[config.mk]
export PLATFORM = sky130hd
export DESIGN_NAME = lrucv_front
export DESIGN_NICKNAME = d
export VERILOG_FILES = /design/src/design/lrucv_pkg.sv /design/src/design/lrucv_front.sv
export SDC_FILE = /design/constraint.sdc
export NUM_CORES = 1
export LEC_CHECK = 0
export BUFFER_PORTS_ARGS = -buffer_cell sky130_fd_sc_hd__clkbuf_2
export CAP_MARGIN = 10
export CELL_PAD_IN_SITES_DETAIL_PLACEMENT = 0
export CELL_PAD_IN_SITES_GLOBAL_PLACEMENT = 2
export CORE_MARGIN = 10
export CORE_UTILIZATION = 43
export CTS_BUF_LIST = sky130_fd_sc_hd__clkbuf_2 sky130_fd_sc_hd__clkbuf_4 sky130_fd_sc_hd__clkbuf_8
export CTS_CLUSTER_DIAMETER = 30
export DETAILED_ROUTE_END_ITERATION = 8
export PLACE_DENSITY_LB_ADDON = 0.1
export SYNTH_ARGS = -nofsm -noshare
export SYNTH_HDL_FRONTEND = slang
export SYNTH_SLANG_ARGS = --single-unit
[constraint.sdc]
create_clock -name clk_i -period 4.9 [get_ports clk_i]
set_input_delay 0.245 -clock clk_i [delete_from_list [all_inputs] [get_ports clk_i]]
set_output_delay 0.245 -clock clk_i [all_outputs]
set_load 0.1 [all_outputs]
[src/design/lrucv_pkg.sv]
// ----------------------------------------------------------------------------
// lrucv_pkg
// Shared types and codes of the L1 plus victim buffer tag engine.
// ----------------------------------------------------------------------------
package lrucv_pkg;

  localparam int unsigned ADDR_W    = 32;
  localparam int unsigned VC_CNT_W  = 4;
  localparam int unsigned VC_AGE_W  = 8;
  localparam logic [VC_AGE_W-1:0] VC_AGE_CAP = 8'd255;

  localparam logic [VC_CNT_W-1:0] VC_CNT_RESET = 4'd8;
  localparam logic                L2_EN_RESET  = 1'b1;

  localparam logic OP_READ  = 1'b0;
  localparam logic OP_WRITE = 1'b1;

  localparam logic REG_VC_COUNT = 1'b0;
  localparam logic REG_L2_EN    = 1'b1;

  typedef enum logic {
    BK_IDLE,
    BK_EXEC
  } bk_state_e;

  typedef struct packed {
    logic              op;
    logic [ADDR_W-1:0] addr;
  } item_t;

  typedef struct packed {
    logic [VC_CNT_W-1:0] vc_count;
    logic                l2_en;
  } cfg_t;

  typedef struct packed {
    logic              l1_hit;
    logic              swap_request;
    logic              swap_done;
    logic              dirty_eviction;
    logic              writeback_valid;
    logic [ADDR_W-1:0] writeback_address;
    logic              fetch_valid;
    logic [ADDR_W-1:0] fetch_address;
  } res_t;

endpackage

[src/design/lrucv_front.sv]
// ----------------------------------------------------------------------------
// lrucv_front
// Access intake: takes request words and holds them in a two-entry queue.
// ----------------------------------------------------------------------------
module lrucv_front (
  input  logic                clk_i,
  input  logic                rst_ni,
  input  logic                in_valid_i,
  output logic                in_stall_o,
  input  lrucv_pkg::item_t    item_i,
  output logic                q_valid_o,
  output lrucv_pkg::item_t    q_item_o,
  input  logic                q_pop_i
);

  lrucv_pkg::item_t buf_q [2];
  logic             wptr_q, wptr_d;
  logic             rptr_q, rptr_d;
  logic [1:0]       cnt_q, cnt_d;
  logic             push, pop;

  assign in_stall_o = (cnt_q == 2'd2);
  assign push       = in_valid_i && !in_stall_o;
  assign pop        = q_pop_i && (cnt_q != 2'd0);
  assign q_valid_o  = (cnt_q != 2'd0);
  assign q_item_o   = buf_q[rptr_q];

  always_comb begin
    wptr_d = push ? ~wptr_q : wptr_q;
    rptr_d = pop  ? ~rptr_q : rptr_q;
    cnt_d  = cnt_q + {1'b0, push} - {1'b0, pop};
  end

  always_ff @(posedge clk_i or negedge rst_ni) begin
    if (!rst_ni) begin
      wptr_q <= 1'b0;
      rptr_q <= 1'b0;
      cnt_q  <= 2'd0;
    end else begin
      wptr_q <= wptr_d;
      rptr_q <= rptr_d;
      cnt_q  <= cnt_d;
    end
  end

  always_ff @(posedge clk_i) begin
    if (push) begin
      buf_q[wptr_q] <= item_i;
    end
  end

endmodule

==> results.yml <==
yosys:
  synth_area_leader_cell: "edfxtp_1"
  synth.most_common_cell: "edfxtp_1"
  ys_types: 15
  ys_seq_area_share_pct: 76.8
  ys_warn_count: 0
  ys_ff_latch: 70
  syn_area_um2: 2710
  synth_top_area_share_pct: 73.1
  yosys-top-cells-area: "edfxtp_1, mux2_4, dfrtp_1"
  synth_edf_count: 66
  synth_common_cells: "edfxtp_1, mux2_4, buf_6, dfrtp_1, mux2_2"
  async_reset_ff_share_pct: 5.71
  synth_cells: 121
  synth_flop_cell: "edfxtp_1"
  synth.net_count: 160
  avgSynthCellArea_um2: 22.4
floorplan:
  fp.dieW_um: 99.4
  die_area_um2: 9880
  core_um2: 6030
  ios: 72
  die_h_um: 99.4
  row_count: 28
  start_util_pct: 45.0
worst_setup_path:
  slowest_stage: "dfrtp_2"
  crit_fanout: 34
  cpPeakStageDelay_ps: 1060
  crit_chain: "mux2_2 -> clkbuf_2"
  cp-end-kind: "output pin"
  worstPathArrival_ps: 2190
  crit_start: "rptr_q$_DFFE_PN0P_"
  worstPathRequired_ps: 4660
  cp-start-kind: "flip-flop"
  crit_type: "flip-flop to output pin"
  worstReg2RegStart: "cnt_q[1]$_DFF_PN0_"
detailed_routing:
  drt-met1-wl_um: 1760
  vias: 1311
  dr_wl_met2_um: 2230
  top_layer: "met4"
  wl_met3_um: 486
  routed_via_density: 4.68
  antenna_left: 0
  drtIter0Drc: 47
  wl_um: 4540
  wl_per_cell_um: 16.2
  drc: 0
  dr.pass1.iters: 4
sta:
  hold_viol_final: 0
  setup_viol: 0
  worst_slew_margin_rel_pct: 30.3
  tightest_slew_ps: 1050
  skew_ps: 3.98
  fmax_ghz: 0.411
  finalCritPeriodShare_pct: 49.7
  setup_tns_ps: 0
  maxSlewViolCount: 0
  post-route-min-period_ps: 2440
  rsz0062_at_grt: "false"
worst_hold_path:
  hold_path_class: "input pin to flip-flop"
  worstHoldStart: "item_i[21]"
global_routing:
  grt_pass1_wl_um: 7160
  grt_max_degree: 35
  grt_use_total_pct: 9.48
  grt_pass1_vias: 1481
  overflow: 0
  antenna_found_initial: 0
clock_tree:
  htree_levels: 3
  cts_tree: "done"
  cts.sinks: 70
  clk_latency_ps: 320
  cts.reportedPaths.clkPinSlew_ps: 70
  clockBufferDepth: 2
  cts_setup_buffers: 0
  cts-root-buf: "clkbuf_8"
  cts_made_buffers: 9
finish:
  fin_nets: 239
  diodes: 0
  area_delta_synth_final_pct: 22.5
  drive_above_1_share_pct: 60.5
  nFillCells: 513
place:
  hpwl_um: 3210
  place.gp.congestion: 0.696
  port_buffers: 71
run_status:
  status: "completed"
run:
  cap_violations: 0
layout by cell type, fill, tap and decap left out:
cell and count:
or2_1 1, edfxtp_1 66, and3_2 1, dfrtp_2 1, and2_4 1, clkbuf_4 4, nor2_4 1, ha_1 2
mux2_2 4, nand2b_1 1, clkbuf_8 11, dlygate4sd3_1 1, xor2_1 1, dfrtp_1 3, mux2_4 29, nand2_1 1
xnor2_1 3, clkinv_2 1, inv_1 2, clkbuf_2 71
metal layers:
layer	up-vias	GRT usage [%]
li1	626	-
met3	6	5.74
met5	-	0
met2	52	14.8
met4	0	4.63
met1	627	9.90
registers in the layout, summed over array words and instances (netlist names):
register / count
cnt_q: 2
rptr_q: 1
buf_q: 66
wptr_q: 1
path summary, 6_finish.rpt:
check | to | slack (ps) | cells after the start
min | buf_q[1][21]$_DFFE_PP_ | 100 | 1
max reg2reg | buf_q[0][29]$_DFFE_PP_ | 3130 | 3
min in group asynchronous | cnt_q[0]$_DFF_PN0_ | 260 | 2
max | q_item_o[0] | 2460 | 2
min reg2reg | cnt_q[0]$_DFF_PN0_ | 530 | 1
max in group asynchronous | rptr_q$_DFFE_PN0P_ | 4500 | 2
stage by stage:
| stage | hold slack [ps] | instances | util, % | cell area [µm²] | setup WS, ps |
|---|---|---|---|---|---|
| after floorplan | -50.6 | 121 | - | 2710 | 2490 |
| after global placement | 57.3 | 263 | 51.8 | 3120 | 2800 |
| after detailed placement | 59.1 | 263 | 51.8 | 3120 | 2780 |
| after CTS | 92.3 | 280 | 55.1 | 3320 | 2420 |
| after global routing | 84.0 | 280 | 55.1 | 3320 | 2350 |
| final | 104 | 280 | 55.1 | 3320 | 2460 |
critical path: cells and delay by family (launching register included):
family / cells / cell delay (ps)
buf+inv: 1 / 370
mux: 1 / 420
flops: 1 / 1060
cell families (layout without fill, tap and decap cells):
| group | Yosys count | in the layout | synth area share (%) |
|---|---|---|---|
| adders and majority gates | 2 | 2 | 0.923 |
| DFF | 70 | 70 | 76.8 |
| xor gates and xnor gates | 4 | 4 | 1.29 |
| and+or+nand+nor | 6 | 6 | 1.29 |
| muxes | 33 | 33 | 17.7 |
| buffers and inverters | 6 | 90 | 1.94 |
timing repair:
action	in CTS	in global routing
hold buffers	1	0
resized for setup	0	0
endpoints found under the hold margin	4	0
final cells by class:
cell class,count,area (µm²),share of cell area [%]
sequential,70,2080,62.7
clock buffer,15,181,5.46
tap,75,93.8,2.83
inverter,2,7.51,0.226
multi-input combinational,45,584,17.6
clock inverter,1,5.00,0.151
timing repair buffer,72,365,11.0
Power is left out: the tool's default activity adds up to more than one toggle a clock period on the data nets, which glitch-free logic cannot reach.
